File: config.mk
export PLATFORM = sky130hd
export DESIGN_NAME = bgd_fifo
export DESIGN_NICKNAME = d
export VERILOG_FILES = /design/src/hdl/bgd_fifo.sv
export SDC_FILE = /design/constraint.sdc
export NUM_CORES = 1
export LEC_CHECK = 0
export BUFFER_PORTS_ARGS = -buffer_cell sky130_fd_sc_hd__buf_2
export CAP_MARGIN = 20
export CELL_PAD_IN_SITES_DETAIL_PLACEMENT = 0
export CELL_PAD_IN_SITES_GLOBAL_PLACEMENT = 1
export CORE_UTILIZATION = 53
export CTS_BUF_LIST = sky130_fd_sc_hd__clkbuf_4
export DETAILED_ROUTE_END_ITERATION = 7
export PLACE_DENSITY = 0.86
export SYNTH_ARGS = -nofsm -noshare
export SYNTH_HDL_FRONTEND = slang
export SYNTH_SLANG_ARGS = --single-unit
File: constraint.sdc
create_clock -name clk_i -period 5.4 [get_ports clk_i]
set_clock_uncertainty 0.2 [all_clocks]
set_input_delay 0.54 -clock clk_i [delete_from_list [all_inputs] [get_ports clk_i]]
set_output_delay 0.54 -clock clk_i [all_outputs]
set_load 0.01 [all_outputs]
File: src/hdl/bgd_fifo.sv
`timescale 1ns / 1ps
`default_nettype none

module bgd_fifo #(
  parameter int unsigned W     = 8,
  parameter int unsigned DEPTH = 4,
  localparam int unsigned PtrW = (DEPTH > 1) ? $clog2(DEPTH) : 1,
  localparam int unsigned CntW = $clog2(DEPTH + 1)
) (
  input  wire logic            clk_i,
  input  wire logic            rst_ni,
  input  wire logic            push_i,
  input  wire logic [W-1:0]    wdata_i,
  input  wire logic            pop_i,
  output logic      [W-1:0]    rdata_o,
  output logic                 full_o,
  output logic                 empty_o,
  output logic      [CntW-1:0] count_o
);

  logic [W-1:0]    mem_q [DEPTH];
  logic [PtrW-1:0] wr_q, wr_d, rd_q, rd_d;
  logic [CntW-1:0] cnt_q, cnt_d;
  logic            do_push, do_pop;

  assign full_o  = (cnt_q == CntW'(DEPTH));
  assign empty_o = (cnt_q == '0);
  assign count_o = cnt_q;
  assign rdata_o = mem_q[rd_q];

  assign do_push = push_i & ~full_o;
  assign do_pop  = pop_i & ~empty_o;

  always_comb begin
    wr_d  = wr_q;
    rd_d  = rd_q;
    cnt_d = cnt_q;
    if (do_push) begin
      wr_d = (wr_q == PtrW'(DEPTH - 1)) ? '0 : wr_q + PtrW'(1);
    end
    if (do_pop) begin
      rd_d = (rd_q == PtrW'(DEPTH - 1)) ? '0 : rd_q + PtrW'(1);
    end
    if (do_push && !do_pop) begin
      cnt_d = cnt_q + CntW'(1);
    end else if (!do_push && do_pop) begin
      cnt_d = cnt_q - CntW'(1);
    end
  end

  always_ff @(posedge clk_i or negedge rst_ni) begin
    if (!rst_ni) begin
      wr_q  <= '0;
      rd_q  <= '0;
      cnt_q <= '0;
    end else begin
      wr_q  <= wr_d;
      rd_q  <= rd_d;
      cnt_q <= cnt_d;
    end
  end

  always_ff @(posedge clk_i) begin
    if (do_push) begin
      mem_q[wr_q] <= wdata_i;
    end
  end

endmodule

`default_nettype wire

==> results.ini, run 1 <==
[critical_path]
cp_top_family=flip-flops
rrSetupSlack_ns=3.10
cp-endpoint=rdata_o[1]
critPathKind=reg -> out
crit_path_max_fanout=11
critPathBufInv=1
slowest_delay_ns=0.73
crit_cells=2
reg2reg_to=count_o[2]
critPathSlowestCell=dfrtp_1
crit_start=rd_q[0]
start_kind=flip-flop
timing.rr.start=count_o[0]
r2r_cells=8
crit_required_ns=4.66
crit_chain=mux4_2 > buf_2
cp.arrival_ns=1.81
cp-end-kind=primary output

[clock_network]
cts_max_level=2
root_buffer=clkbuf_4
numCtsBuffers=5
cts.sinks=39
tritoncts=done
clockBufferDepth=2
clkTransAtPathRegs_ns=0.11
cts_setup_buffers=0
insertion_delay_ns=0.34

[detailed_routing]
wl_met3_um=74
drc_errors=2
vias=770
viasPerCell=5.50
first_pass_iters=6
final_antenna_net_count=0
top_layer=met4
wirelength_mm=2.41
drt_iter0_drc=18
wl_met1_mm=1.02
wl_met2_mm=1.25
wire_per_inst_um=17.2

[power]
ir_drop_uv=320
power_leakage_nw=0.712
powerDensity_mw_per_mm2=536

[die]
die_area_sq_mm=0.00328
chipHeight_um=57.3
row_count=19
die_w_um=57.3
ios=25
start_util_pct=57.3
core_area_sq_mm=0.00283

[yosys]
synth_edf_count=32
synth-main-ff-cell=edfxtp_1
synth_nets=98
yosys.cell_types.count=19
seq_area_frac_synth_pct=70.1
avgSynthCellArea_sq_um=20.5
synth.most_common_cell=edfxtp_1
synthCells=79
yosys.area.top_type=edfxtp_1
synth_top_area_share_pct=59.3
synthArstFlopShare_pct=17.9
netlist_area_sq_mm=0.00162
synth_warnings=0
synthTopCellsByCount=edfxtp_1, mux4_2, dfrtp_1, ha_1, and2_2
synthTopCellsByArea=edfxtp_1, mux4_2, dfrtp_1
ys_seq_elements=39

[layout]
fin_cells=140
fin_nets=127
drive_above_1_share_pct=46.8
diodes=0
design_area_sq_mm=0.00185
area.growth.synth_to_final_pct=13.9

[global_routing]
grt_pass1_vias=817
grt_max_degree=13
overflow=0
grt_usage_pct=18.1
grt_antenna_before_repair=0
grt_first_pass_wirelength_mm=4.00

[outcome]
status=finished with violations
failed_checks=design-rule violations

[placement]
dp_slack_ns=3.10
placedInstanceArea_sq_mm=0.00176
place_inst=131
io_buffers=24
place.gp.congestion=0.649
dpl.hpwl_mm=1.69

[timing]
max_slew_margin_pct=60.5
hold_viol_final=0
whs_ns=0.205
tns_ns=0
fin_ws_ns=2.85
min_period_over_period_pct=47.2
worst_pin_slew_ns=0.592
final-setup-viol-count=0
rsz0062_at_grt=false
drv_slew=0
fmax_ghz=0.392
fin_crit_ns=2.55

[run]
drv_cap=0

[worst_hold_path]
hold_path_class=in -> reg

[metal layers]
| layer | global-route usage (%) | up-vias |
|---|---|---|
| li1 | - | 357 |
| met1 | 22.5 | 390 |
| met2 | 28.6 | 16 |
| met3 | 4.76 | 7 |
| met5 | 0 | - |
| met4 | 11.5 | 0 |
[layout make-up]
cell class                      count  area [sq um]
Timing Repair Buffer               25           130
Clock inverter                      3          38.8
Sequential cell                    39          1140
Clock buffer                        5          37.5
Tap cell                           31          38.8
Inverter                            3          11.3
Fill cell                         211           983
Multi-Input combinational cell     34           453
[flip-flops by register name, summed over array words and instances, names as in the netlist]
register  cells
wr_q          2
count_o       3
rd_q          2
mem_q        32
[layout by cell type (no fill, tap or decap), drive strengths merged]
cell type,synthesis,routed
nor3b,1,1
and2,4,4
fa,1,1
buf,3,24
clkinv,0,2
nor2,3,3
mux4,8,8
nor2b,1,1
dlygate4sd3,0,1
edfxtp,32,32
clkbuf,0,5
xnor2,1,1
inv,3,3
xor2,2,2
mux2,5,5
nor3,1,1
dfrtp,7,7
bufinv,0,1
nand2b,1,1
ha,6,6
[per-stage QoR]
stage | util [%] | power [W]
floorplan | - | 0.000714
global placement | 62.2 | 0.000803
detailed placement | 62.2 | 0.000819
CTS | 65.2 | 0.00100
global route | 65.2 | 0.00105
finish | 65.2 | 0.000990
[how the worst min path moves through the flow]
stage	endpoint	startpoint	depth (start not counted)
after floorplan	count_o[0]	rst_ni	0
after CTS	mem_q[2][4]	wdata_i[4]	1
final	mem_q[0][5]	wdata_i[5]	1
after detailed placement	rd_q[0]	rst_ni	1
after global routing	mem_q[2][4]	wdata_i[4]	1
after global placement	count_o[0]	rst_ni	1
[cell families after synthesis]
group | count (synthesis) | synth area share [%]
simple gates | 11 | 5.41
xor+xnor | 3 | 1.62
mux | 13 | 15.1
fa+ha+maj | 7 | 5.87
flops | 39 | 70.1
buf+inv | 6 | 1.93
[where the power goes]
part           switching [W]  internal [W]
clock              0.0000906     0.0000952
combinational       0.000141      0.000182
sequential         0.0000742      0.000407
total               0.000306      0.000684
[what timing repair did]
| action | 4_1_cts | 5_1_grt |
|---|---|---|
| resized for setup | 0 | 0 |
| hold buffers | 1 | 0 |
| endpoints found under the hold margin | 7 | 0 |
[worst reg2reg max path: cells and delay by family, from the launching register on]
kind | cells | cell delay (ns)
xor+xnor | 2 | 0.31
fa+ha+maj | 2 | 0.55
buf+inv | 1 | 0.06
flops | 1 | 0.49
simple gates | 3 | 0.63
(Power assumes the default switching activity.)
==> run 2: changes to the inputs <==
--- a/config.mk
+++ b/config.mk
@@ -5,14 +5,15 @@
 export SDC_FILE = /design/constraint.sdc
 export NUM_CORES = 1
 export LEC_CHECK = 0
+export ABC_AREA = 1
 export BUFFER_PORTS_ARGS = -buffer_cell sky130_fd_sc_hd__buf_2
 export CAP_MARGIN = 20
 export CELL_PAD_IN_SITES_DETAIL_PLACEMENT = 0
 export CELL_PAD_IN_SITES_GLOBAL_PLACEMENT = 1
-export CORE_UTILIZATION = 53
+export CORE_UTILIZATION = 46
 export CTS_BUF_LIST = sky130_fd_sc_hd__clkbuf_4
 export DETAILED_ROUTE_END_ITERATION = 7
-export PLACE_DENSITY = 0.86
+export PLACE_DENSITY = 0.81
 export SYNTH_ARGS = -nofsm -noshare
 export SYNTH_HDL_FRONTEND = slang
 export SYNTH_SLANG_ARGS = --single-unit
==> constraint.sdc (replaced) <==
create_clock -name clk_i -period 2.6 [get_ports clk_i]
set_clock_uncertainty 0.2 [all_clocks]
set_input_delay 0.26 -clock clk_i [delete_from_list [all_inputs] [get_ports clk_i]]
set_output_delay 0.26 -clock clk_i [all_outputs]
set_load 0.01 [all_outputs]
==> results.ini, run 2 <==
[outcome]
status=finished with violations  ; unchanged
failed_checks=design-rule violations  ; unchanged

[yosys]
synthTopCellsByCount=nand2_1, edfxtp_1, inv_1, o211ai_1  ; was edfxtp_1, mux4_2, dfrtp_1, ha_1, and2_2
synth_warnings=0  ; unchanged
synth_top_area_share_pct=54.6  ; was 59.3%
netlist_area_sq_mm=0.00176  ; was 0.00162 sq mm
synth-main-ff-cell=edfxtp_1  ; unchanged
synth_nets=173  ; was 98
seq_area_frac_synth_pct=64.6  ; was 70.1%
synthAdderAreaFrac_pct=5.41  ; was 5.87%
yosys.cell_types.count=16  ; was 19
synth.most_common_cell=nand2_1  ; was edfxtp_1
synthCells=154  ; was 79
avgSynthCellArea_sq_um=11.4  ; was 20.5 sq um
synthMuxAreaShare_pct=0  ; was 15.1%
synthSimpleGateAreaFrac_pct=12.1  ; was 5.41%
synth_edf_count=32  ; unchanged
synthTopCellsByArea=edfxtp_1, dfrtp_1, nand2_1  ; was edfxtp_1, mux4_2, dfrtp_1
synth_xor_area_share_pct=0.498  ; was 1.62%
yosys.area.top_type=edfxtp_1  ; unchanged
ys_seq_elements=39  ; unchanged
synthArstFlopShare_pct=17.9  ; unchanged
synth_compound_area_share_pct=7.40  ; was 0%
synth_top_family_by_area=simple AND/OR/NAND/NOR gates  ; was multiplexers

[placement]
place.gp.congestion=0.723  ; was 0.649
place_inst=226  ; was 131
io_buffers=24  ; unchanged
placedInstanceArea_sq_mm=0.00192  ; was 0.00176 sq mm
dpl.hpwl_mm=2.01  ; was 1.69 mm

[timing]
fmax_ghz=0.449
rsz0062_at_grt=false  ; unchanged
final-setup-viol-count=0  ; unchanged
max_slew_margin_pct=59.6  ; was 60.5%
min_period_over_period_pct=85.6
fin_crit_ns=2.23
worst_pin_slew_ns=0.606  ; was 0.592 ns
hold_viol_final=0  ; unchanged
tns_ns=0  ; unchanged
drv_slew=0  ; unchanged

[die]
chipHeight_um=63.8  ; was 57.3 um
die_w_um=63.8  ; was 57.3 um
die_area_sq_mm=0.00408  ; was 0.00328 sq mm
core_area_sq_mm=0.00366  ; was 0.00283 sq mm
start_util_pct=48.1  ; was 57.3%
ios=25  ; unchanged
row_count=22  ; was 19

[critical_path]
crit_path_max_fanout=20  ; was 11
crit_chain=buf_4 > nand2_1 > o211ai_1 > nand2_1 > buf_2  ; was mux4_2 > buf_2
critPathSlowestCell=dfrtp_1  ; unchanged
critPathMostFrequentCell=nand2_1
start_kind=flip-flop  ; unchanged
cp-end-kind=primary output  ; unchanged
crit_required_ns=2.14  ; was 4.66 ns
slowest_delay_ns=0.74  ; was 0.73 ns
critPathKind=reg -> out  ; unchanged
critPathBufInv=2  ; was 1
cp.arrival_ns=1.77  ; was 1.81 ns
cp_top_family=flip-flops  ; unchanged

[layout]
drive_above_1_share_pct=20.3  ; was 46.8%
regArea_sq_mm=0.00114  ; unchanged
largest_register_ffs=32  ; unchanged
mostFrequentLayoutCell=nand2_1  ; was edfxtp_1
n_fill_cell=314  ; was 211
most-common-layout-cells=nand2_1, edfxtp_1, inv_1  ; was edfxtp_1, buf_2, mux4_2
design_area_sq_mm=0.00208  ; was 0.00185 sq mm
fin_nets=215  ; was 127
fin_cells=245  ; was 140
finalCoreUtilization_pct=56.9  ; was 65.2%
multiInputGateArea_sq_um=447  ; was 453 sq um
area.growth.synth_to_final_pct=18.4  ; was 13.9%
diodes=0  ; unchanged
largest_register=mem_q  ; unchanged

[global_routing]
grt_max_degree=21  ; was 13
overflow=0  ; unchanged
grt_usage_pct=16.6  ; was 18.1%
grt_first_pass_wirelength_mm=4.89  ; was 4.00 mm
grt_antenna_before_repair=0  ; unchanged
grt_pass1_vias=1129  ; was 817

[detailed_routing]
vias=1164  ; was 770
wirelength_mm=2.90  ; was 2.41 mm
viasPerCell=4.75  ; was 5.50
wire_per_inst_um=11.8  ; was 17.2 um
first_pass_iters=6  ; unchanged
drt_iter0_drc=21  ; was 18
final_antenna_net_count=0  ; unchanged
drc_errors=1  ; was 2

[power]
ir_drop_uv=515  ; was 320 uV
power_leakage_nw=0.949  ; was 0.712 nW
power_w=0.00208  ; was 0.000990 W
powerDensity_mw_per_mm2=999  ; was 536 mW/mm^2

[run]
drv_cap=0  ; unchanged

[clock_network]
tritoncts=done  ; unchanged
root_buffer=clkbuf_4  ; unchanged
clockBufferDepth=2  ; unchanged
numCtsBuffers=5  ; unchanged
clkTransAtPathRegs_ns=0.11  ; about the same
cts_max_level=2  ; unchanged
cts.sinks=39  ; unchanged
insertion_delay_ns=0.34  ; about the same

[worst_hold_path]
hold_path_class=in -> async  ; was in -> reg

==> run 2: cell types whose count changed after synthesis, sizes merged, moves of 5 or more <==
cell	delta
inv	+29
mux2	-5
mux4	-8
nand2	+39
nand3	+7
o211ai	+16
==> run 2: layer usage <==
metal / vias up / global-route usage (%) / routed length [um]
met1: 551 / 18.2 / 1220
met3: 8 / 3.93 / 89
met2: 16 / 29.3 / 1530
li1: 589 / - / -
met4: 0 / 9.38 / 62
met5: - / 0 / 0
==> run 2: final timing paths <==
| check | start | end | slack (ns) | depth (start not counted) |
|---|---|---|---|---|
| max reg2reg | count_o[1] | count_o[1] | 0.49 | 9 |
| min | rst_ni | count_o[0] | 0.08 | 2 |
| min reg2reg | count_o[2] | count_o[2] | 0.34 | 2 |
| max | rd_q[0] | rdata_o[1] | 0.37 | 5 |
| max in group asynchronous | rst_ni | rd_q[0] | 1.96 | 2 |
| min in group clk_i | count_o[2] | count_o[2] | 0.34 | 2 |
==> run 2: where the power goes <==
part / internal (W) / switching [W]
sequential: 0.000837 / 0.000137
clock: 0.000101 / 0.000181
combinational: 0.000343 / 0.000483
total: 0.00128 / 0.000800
==> run 2: cells by family (layout without fill, tap and decap cells) <==
kind of cell,after synthesis,after routing
compound gates,17,17
fa+ha+maj,7,7
flops,39,39
xor+xnor,1,1
simple gates,53,53
buf+inv,37,80
==> run 2: final cells by class <==
| class | instances | share of cell area (%) |
|---|---|---|
| well taps | 48 | 2.88 |
| multi-input cells | 78 | 21.4 |
| clock inverters | 3 | 0.721 |
| clock buffers | 5 | 1.80 |
| repair buffers | 40 | 12.9 |
| flip-flops and latches | 39 | 54.5 |
| inverters | 32 | 5.77 |
==> run 2: through the flow <==
| stage | hold slack, ns | setup slack, ns |
|---|---|---|
| 2_1_floorplan | -0.236 | 0.648 |
| 3_3_place_gp | -0.101 | 0.622 |
| 3_5_place_dp | -0.0930 | 0.487 |
| 4_1_cts | 0.0634 | 0.356 |
| 5_1_grt | 0.0828 | 0.154 |
| 6_report | 0.0826 | 0.374 |
==> run 2: repair_timing <==
action                                 4_1_cts  5_1_grt
hold buffers                                11        0
setup endpoints to repair                    0        0
endpoints found under the hold margin       43        0
setup buffers                                0        0
gates resized for setup                      0        0
