<file path="src/hdl/bgd_pkg.sv">
`timescale 1ns / 1ps
`default_nettype none

package bgd_pkg;

  localparam int unsigned MaxLineDef = 2048;

  localparam logic [11:0] LineWidthRst   = 12'd640;
  localparam logic [15:0] FrameHeightRst = 16'd480;

  localparam int unsigned CfgIdxW  = 1;
  localparam int unsigned CfgDataW = 16;

  localparam logic [CfgIdxW-1:0] CfgLineWidth   = 1'b0;
  localparam logic [CfgIdxW-1:0] CfgFrameHeight = 1'b1;

  localparam int unsigned DescDepth = 2;
  localparam int unsigned PixDepth  = 4;

  localparam logic [9:0] Recip3 = 10'd683;

  // one bit per result that an input sample can release, in raster order
  localparam logic [3:0] JobAboveLeft = 4'b0001;
  localparam logic [3:0] JobAbove     = 4'b0010;
  localparam logic [3:0] JobLeft      = 4'b0100;
  localparam logic [3:0] JobHere      = 4'b1000;

  typedef enum logic [1:0] {
    ColRed,
    ColGreen,
    ColBlue
  } colour_e;

  typedef struct packed {
    logic [2:0][2:0][7:0] win;
    logic [15:0]          row;
    logic [10:0]          col;
    logic [3:0]           mask;
    logic                 top2;
    logic                 left2;
  } desc_t;

  typedef struct packed {
    logic [7:0]  red;
    logic [7:0]  green;
    logic [7:0]  blue;
    logic [15:0] row;
    logic [10:0] col;
    logic        last;
    logic        done;
  } pix_t;

  function automatic colour_e colour_at(input logic rpar, input logic cpar);
    colour_e c;
    if (!rpar) begin
      c = cpar ? ColBlue : ColGreen;
    end else begin
      c = cpar ? ColGreen : ColRed;
    end
    return c;
  endfunction

  function automatic logic [7:0] avg_div(input logic [9:0] sum, input logic [2:0] cnt);
    logic [19:0] prod;
    logic [7:0]  q;
    prod = 20'(sum) * 20'(Recip3);
    case (cnt)
      3'd1:    q = sum[7:0];
      3'd2:    q = sum[8:1];
      3'd3:    q = prod[18:11];
      3'd4:    q = sum[9:2];
      default: q = '0;
    endcase
    return q;
  endfunction

endpackage

`default_nettype wire

</file>
<file path="src/hdl/bgd_fifo.sv">
`timescale 1ns / 1ps
`default_nettype none

module bgd_fifo #(
  parameter int unsigned W     = 8,
  parameter int unsigned DEPTH = 4,
  localparam int unsigned PtrW = (DEPTH > 1) ? $clog2(DEPTH) : 1,
  localparam int unsigned CntW = $clog2(DEPTH + 1)
) (
  input  wire logic            clk_i,
  input  wire logic            rst_ni,
  input  wire logic            push_i,
  input  wire logic [W-1:0]    wdata_i,
  input  wire logic            pop_i,
  output logic      [W-1:0]    rdata_o,
  output logic                 full_o,
  output logic                 empty_o,
  output logic      [CntW-1:0] count_o
);

  logic [W-1:0]    mem_q [DEPTH];
  logic [PtrW-1:0] wr_q, wr_d, rd_q, rd_d;
  logic [CntW-1:0] cnt_q, cnt_d;
  logic            do_push, do_pop;

  assign full_o  = (cnt_q == CntW'(DEPTH));
  assign empty_o = (cnt_q == '0);
  assign count_o = cnt_q;
  assign rdata_o = mem_q[rd_q];

  assign do_push = push_i & ~full_o;
  assign do_pop  = pop_i & ~empty_o;

  always_comb begin
    wr_d  = wr_q;
    rd_d  = rd_q;
    cnt_d = cnt_q;
    if (do_push) begin
      wr_d = (wr_q == PtrW'(DEPTH - 1)) ? '0 : wr_q + PtrW'(1);
    end
    if (do_pop) begin
      rd_d = (rd_q == PtrW'(DEPTH - 1)) ? '0 : rd_q + PtrW'(1);
    end
    if (do_push && !do_pop) begin
      cnt_d = cnt_q + CntW'(1);
    end else if (!do_push && do_pop) begin
      cnt_d = cnt_q - CntW'(1);
    end
  end

  always_ff @(posedge clk_i or negedge rst_ni) begin
    if (!rst_ni) begin
      wr_q  <= '0;
      rd_q  <= '0;
      cnt_q <= '0;
    end else begin
      wr_q  <= wr_d;
      rd_q  <= rd_d;
      cnt_q <= cnt_d;
    end
  end

  always_ff @(posedge clk_i) begin
    if (do_push) begin
      mem_q[wr_q] <= wdata_i;
    end
  end

endmodule

`default_nettype wire

</file>
<file path="src/hdl/bgd_back.sv">
`timescale 1ns / 1ps
`default_nettype none

module bgd_back
  import bgd_pkg::*;
(
  input  wire logic  clk_i,
  input  wire logic  rst_ni,
  input  wire desc_t desc_i,
  input  wire logic  desc_empty_i,
  output logic       desc_pop_o,
  output pix_t       pix_o,
  output logic       empty_o,
  input  wire logic  pop_i
);

  localparam int unsigned CntW = $clog2(PixDepth + 1);

  logic       hold_q;
  desc_t      cur_q;
  logic [3:0] rem_q;
  logic [3:0] sel, rem_next;
  logic       load, issue;

  logic [CntW-1:0] oq_cnt;
  logic            oq_full;
  pix_t            oq_wdata;

  logic        rc_hi, cc_hi, vt, vb, vl, vr, done;
  logic [15:0] jrow;
  logic [10:0] jcol;

  logic [2:0][2:0][7:0] sub;
  logic [1:0]           ri, cj;
  logic [9:0]           hsum, vsum, xsum, dsum;
  logic [2:0]           hcnt, vcnt, xcnt, dcnt;
  logic [7:0]           ctr;
  colour_e              colour;
  logic [2:0][9:0]      sum_d;
  logic [2:0][2:0]      cnt_d;

  logic            s1_valid_q;
  logic [2:0][9:0] s1_sum_q;
  logic [2:0][2:0] s1_cnt_q;
  logic [15:0]     s1_row_q;
  logic [10:0]     s1_col_q;
  logic            s1_last_q, s1_done_q;

  assign load       = ~hold_q & ~desc_empty_i;
  assign desc_pop_o = load;
  assign issue      = hold_q &
                      (({1'b0, oq_cnt} + (CntW + 1)'(s1_valid_q)) < (CntW + 1)'(PixDepth));

  assign sel      = rem_q & (~rem_q + 4'd1);
  assign rem_next = rem_q & ~sel;

  always_comb begin
    rc_hi = 1'b0;
    cc_hi = 1'b0;
    vt    = 1'b1;
    vb    = 1'b1;
    vl    = 1'b1;
    vr    = 1'b1;
    done  = 1'b0;
    jrow  = cur_q.row;
    jcol  = cur_q.col;
    unique case (sel)
      JobAboveLeft: begin
        jrow = cur_q.row - 16'd1;
        jcol = cur_q.col - 11'd1;
        vt   = cur_q.top2;
        vl   = cur_q.left2;
      end
      JobAbove: begin
        jrow  = cur_q.row - 16'd1;
        cc_hi = 1'b1;
        vt    = cur_q.top2;
        vr    = 1'b0;
      end
      JobLeft: begin
        jcol  = cur_q.col - 11'd1;
        rc_hi = 1'b1;
        vb    = 1'b0;
        vl    = cur_q.left2;
      end
      JobHere: begin
        rc_hi = 1'b1;
        cc_hi = 1'b1;
        vb    = 1'b0;
        vr    = 1'b0;
        done  = 1'b1;
      end
      default: ;
    endcase
  end

  always_comb begin
    for (int i = 0; i < 3; i++) begin
      for (int j = 0; j < 3; j++) begin
        ri = 2'(i) + {1'b0, rc_hi};
        cj = 2'(j) + {1'b0, cc_hi};
        if (ri != 2'd3 && cj != 2'd3) begin
          sub[i][j] = cur_q.win[ri][cj];
        end else begin
          sub[i][j] = '0;
        end
      end
    end
  end

  always_comb begin
    ctr  = sub[1][1];
    hsum = (vl ? 10'(sub[1][0]) : 10'd0) + (vr ? 10'(sub[1][2]) : 10'd0);
    hcnt = 3'(vl) + 3'(vr);
    vsum = (vt ? 10'(sub[0][1]) : 10'd0) + (vb ? 10'(sub[2][1]) : 10'd0);
    vcnt = 3'(vt) + 3'(vb);
    xsum = hsum + vsum;
    xcnt = hcnt + vcnt;
    dsum = ((vt & vl) ? 10'(sub[0][0]) : 10'd0) + ((vt & vr) ? 10'(sub[0][2]) : 10'd0) +
           ((vb & vl) ? 10'(sub[2][0]) : 10'd0) + ((vb & vr) ? 10'(sub[2][2]) : 10'd0);
    dcnt = 3'(vt & vl) + 3'(vt & vr) + 3'(vb & vl) + 3'(vb & vr);
  end

  assign colour = colour_at(jrow[0], jcol[0]);

  always_comb begin
    sum_d = '0;
    cnt_d = '0;
    unique case (colour)
      ColGreen: begin
        sum_d[ColGreen] = 10'(ctr);
        cnt_d[ColGreen] = 3'd1;
        if (!jrow[0]) begin
          sum_d[ColRed]  = vsum;
          cnt_d[ColRed]  = vcnt;
          sum_d[ColBlue] = hsum;
          cnt_d[ColBlue] = hcnt;
        end else begin
          sum_d[ColRed]  = hsum;
          cnt_d[ColRed]  = hcnt;
          sum_d[ColBlue] = vsum;
          cnt_d[ColBlue] = vcnt;
        end
      end
      ColBlue: begin
        sum_d[ColBlue]  = 10'(ctr);
        cnt_d[ColBlue]  = 3'd1;
        sum_d[ColGreen] = xsum;
        cnt_d[ColGreen] = xcnt;
        sum_d[ColRed]   = dsum;
        cnt_d[ColRed]   = dcnt;
      end
      ColRed: begin
        sum_d[ColRed]   = 10'(ctr);
        cnt_d[ColRed]   = 3'd1;
        sum_d[ColGreen] = xsum;
        cnt_d[ColGreen] = xcnt;
        sum_d[ColBlue]  = dsum;
        cnt_d[ColBlue]  = dcnt;
      end
      default: ;
    endcase
  end

  always_ff @(posedge clk_i or negedge rst_ni) begin
    if (!rst_ni) begin
      hold_q     <= 1'b0;
      rem_q      <= '0;
      s1_valid_q <= 1'b0;
    end else begin
      if (load) begin
        hold_q <= 1'b1;
        rem_q  <= desc_i.mask;
      end else if (issue) begin
        rem_q <= rem_next;
        if (rem_next == '0) begin
          hold_q <= 1'b0;
        end
      end
      s1_valid_q <= issue;
    end
  end

  always_ff @(posedge clk_i) begin
    if (load) begin
      cur_q <= desc_i;
    end
    if (issue) begin
      s1_sum_q  <= sum_d;
      s1_cnt_q  <= cnt_d;
      s1_row_q  <= jrow;
      s1_col_q  <= jcol;
      s1_last_q <= (rem_next == '0);
      s1_done_q <= done;
    end
  end

  assign oq_wdata.red   = avg_div(s1_sum_q[ColRed], s1_cnt_q[ColRed]);
  assign oq_wdata.green = avg_div(s1_sum_q[ColGreen], s1_cnt_q[ColGreen]);
  assign oq_wdata.blue  = avg_div(s1_sum_q[ColBlue], s1_cnt_q[ColBlue]);
  assign oq_wdata.row   = s1_row_q;
  assign oq_wdata.col   = s1_col_q;
  assign oq_wdata.last  = s1_last_q;
  assign oq_wdata.done  = s1_done_q;

  bgd_fifo #(
    .W     ($bits(pix_t)),
    .DEPTH (PixDepth)
  ) u_out_q (
    .clk_i   (clk_i),
    .rst_ni  (rst_ni),
    .push_i  (s1_valid_q),
    .wdata_i (oq_wdata),
    .pop_i   (pop_i),
    .rdata_o (pix_o),
    .full_o  (oq_full),
    .empty_o (empty_o),
    .count_o (oq_cnt)
  );

  logic unused_full;
  assign unused_full = oq_full;

endmodule

`default_nettype wire

</file>
<file path="config.mk">
export PLATFORM = sky130hd
export DESIGN_NAME = bgd_back
export DESIGN_NICKNAME = d
export VERILOG_FILES = /design/src/hdl/bgd_pkg.sv /design/src/hdl/bgd_fifo.sv /design/src/hdl/bgd_back.sv
export SDC_FILE = /design/constraint.sdc
export NUM_CORES = 1
export LEC_CHECK = 0
export BUFFER_PORTS_ARGS = -buffer_cell sky130_fd_sc_hd__clkbuf_2
export CAP_MARGIN = 20
export CORE_UTILIZATION = 61
export CTS_CLUSTER_DIAMETER = 40
export DETAILED_ROUTE_END_ITERATION = 7
export PLACE_DENSITY = 0.85
export SLEW_MARGIN = 20
export SYNTH_ARGS = -nofsm -noshare
export SYNTH_HDL_FRONTEND = slang
export SYNTH_SLANG_ARGS = --single-unit
export TNS_END_PERCENT = 100
</file>
<file path="constraint.sdc">
create_clock -name clk_i -period 7 [get_ports clk_i]
set_input_delay 0.35 -clock clk_i [delete_from_list [all_inputs] [get_ports clk_i]]
set_output_delay 0.35 -clock clk_i [all_outputs]
set_load 0.02 [all_outputs]
</file>
==> results_dict.tcl <==
set metrics [dict create \
    cts.repair.resized 0 \
    synth_nets 2243 \
    synthAdderAreaFrac 0.192 \
    fin_crit_sh 0.780 \
    synth.largest_area_cell "edfxtp_1" \
    nets 2509 \
    fin_cells 2637 \
    crit_buf_inv 3 \
    status "complete, no violations" \
    cts_max_path_buffers 3 \
    yosysTopAreaCellShare 0.488 \
    reg2reg_setup_slack_ns 1.54 \
    min_to "rem_q[3]" \
    synth_edf_count 381 \
    synth_xor_area_frac 0.0273 \
    io_buffers 163 \
    drtAntennaViolNets 0 \
    r2r.worst_path.cells 19 \
    boundaryPins 164 \
    wire_per_inst_um 21.8 \
    crit_family "compound AO/OA/AOI/OAI gates" \
    slowest_delay_ns 0.59 \
    min_from "desc_i[5]" \
    die_h_um 198 \
    track_usage 0.300 \
    wl_mm 57.5 \
    grt_max_degree 57 \
    grt-ovfl-total 0 \
    synthArstFlopShare 0.0330 \
    clkLatencyLatePin_ns 0.60 \
    synth-simple-area-share 0.0780 \
    yosysWarnings 0 \
    crit_slowest_cell "fa_1" \
    synth_mux_area_frac 0.0717 \
    fmax_mhz 183 \
    final-setup-viol-count 0 \
    drive_above_1_share 0.157 \
    worstPathArrival_ns 5.80 \
    maxSlewViolCount 0 \
    synth_top_cells_by_area "edfxtp_1, ha_1, fa_1" \
    cts_setup_buffers 0 \
    seq_area_frac_synth 0.502 \
    yosysUniqueCellTypes 79 \
    drtIter0Drc 1421 \
    fp-row-count 71 \
    core_area_um2 37800 \
    vias 15957 \
    cp.required_ns 7.34 \
    htree_levels 2 \
    viasPerCell 6.05 \
    clockRootBuffer "clkbuf_16" \
    path_class "reg2reg" \
    drc 0 \
    fp.dieW_um 198 \
    dieArea_um2 39200 \
    endpoint_kind "flop" \
    hold_viol 0 \
    initial_utilization 0.621 \
    synth_top_family_by_area "adder cells" \
    cts_sinks 394 \
    synth-seq-cells 394 \
    cp_max_fo 49 \
    synth_cells 1825 \
    holdPathStages 2 \
    cts_tree "done" \
    worst_pin_slew_ns 0.981 \
    r2r-end "s1_sum_q[28]" \
    clkTransAtPathRegs_ns 0.06 \
    synthesis.area_um2 23500 \
    cts_buffers 46 \
    post-dp-hpwl_mm 39.1 \
    gp_congestion 0.904 \
    fin_skew_ns 0.0439 \
    grt_pass1_vias 16450 \
    hold_buffers 103 \
    rr_startpoint "rem_q[0]" \
    final_common_cell "edfxtp_1" \
    layout_common_cells "edfxtp_1, ha_1, inv_1, nand2_1, clkbuf_2" \
    area_growth_pct 16.3 \
    min-delay-path-class "in2reg" \
    synth_flop_cell "edfxtp_1" \
    antenna_found_initial 3 \
    crit_chain "nor2_8, o21a_2, inv_2, nand2_1, a21oi_1, a221oi_1, nor2_1, fa_1, inv_1, fa_1, inv_1, ha_1, a211o_1, a211oi_1, nor2_1, o21a_1, nor2_1, xnor2_1, a211o_1" \
    period_minus_slack_ns 5.46 \
    postLayoutCoreUtil 0.722 \
    firstDrtPassIters 6 \
    syn_avg_cell_area_um2 12.9 \
    grt_pass1_wl_mm 89.0 \
    worst_setup_path_start_kind "flop" \
    final.setup.tns_ns 0 \
    maxCapViolations 0 \
    cp_common_cell "nor2_1" \
    synth_compound_area_frac 0.0848 \
    hold_slack_ns 0.0223 \
    grt_setup_unrepaired "no" \
    dpl.cell_count 2451 \
    max_slew_margin 0.345 \
    crit_start "rem_q[0]" \
]
## cells in the mapped netlist, drive strengths merged, types with 13 or more instances
cell / count
a211oi: 24
a21oi: 76
a22oi: 31
and2: 14
and3: 20
buf: 30
clkbuf: 26
dfrtp: 13
edfxtp: 381
fa: 85
ha: 224
inv: 208
mux2i: 41
mux4: 53
nand2: 176
nand2b: 15
nor2: 85
nor2b: 14
nor3: 26
o21ai: 54
o221ai: 19
xnor2: 46
xor2: 25
## worst reg2reg max path, stage by stage, from the launching register on
cell and delay, ns:
dfrtp_1 0.56, nor2_8 0.27, o21a_2 0.42, inv_2 0.43, nand2_1 0.19, a21oi_1 0.08, a221oi_1 0.25, nor2_1 0.10
fa_1 0.56, inv_1 0.06, fa_1 0.59, inv_1 0.06, ha_1 0.30, a211o_1 0.34, a211oi_1 0.24, nor2_1 0.10
o21a_1 0.17, nor2_1 0.11, xnor2_1 0.09, a211o_1 0.30
## through the flow
stage / cell area [µm²] / setup slack (ns)
floorplan: 23500 / 1.19
global placement: 24700 / 1.76
detailed placement: 24700 / 1.62
CTS: 27300 / 1.59
global route: 27300 / 1.18
finish: 27300 / 1.54
## cell type report
type,count,area (µm²)
Antenna cell,2,5.00
Clock buffer,51,1170
Clock inverter,30,319
Fill cell,2392,10500
Inverter,208,781
Multi-Input combinational cell,1167,10700
Sequential cell,394,11800
Tap cell,511,639
Timing Repair Buffer,274,1910
## how the worst max path moves through the flow
stage / to / slack [ns] / depth (start not counted)
4_1_cts: s1_sum_q[28] / 1.59 / 19
2_1_floorplan: rem_q[0] / 1.19 / 2
3_3_place_gp: s1_sum_q[28] / 1.76 / 19
6_report: s1_sum_q[28] / 1.54 / 19
5_1_grt: s1_sum_q[28] / 1.18 / 19
3_5_place_dp: s1_sum_q[28] / 1.62 / 19
## layer usage
| layer | share of wire | vias to the layer above | routed length [µm] | global-route usage |
|---|---|---|---|---|
| li1 | - | 7225 | - | - |
| met2 | 0.51 | 759 | 29100 | 0.527 |
| met4 | 0.043 | 2 | 2460 | 0.129 |
| met3 | 0.065 | 167 | 3720 | 0.0463 |
| met1 | 0.39 | 7804 | 22200 | 0.368 |
| met5 | 0.00017 | - | 10 | 0 |
## logic make-up (layout without fill, tap and decap cells)
kind of cell               count (synthesis)  after routing
AOI/OAI and AO/OA                        292            292
xor gates and xnor gates                  71             71
adders and majority gates                310            310
buffers and inverters                    264            563
DFF                                      394            394
muxes                                    101            101
other                                      0              2
and+or+nand+nor                          393            393
## state kept, by name (all words and copies together) (netlist names), 2 cells and up
name and flops:
u_out_q.rd_q 2, rem_q 4, s1_sum_q 30, s1_row_q 16
cur_q 101, u_out_q.count_o 3, s1_cnt_q 9, u_out_q.mem_q 212
s1_col_q 11, u_out_q.wr_q 2
Power is left out: the tool's default activity adds up to more than one toggle a clock period on the data nets, which glitch-free logic cannot reach.
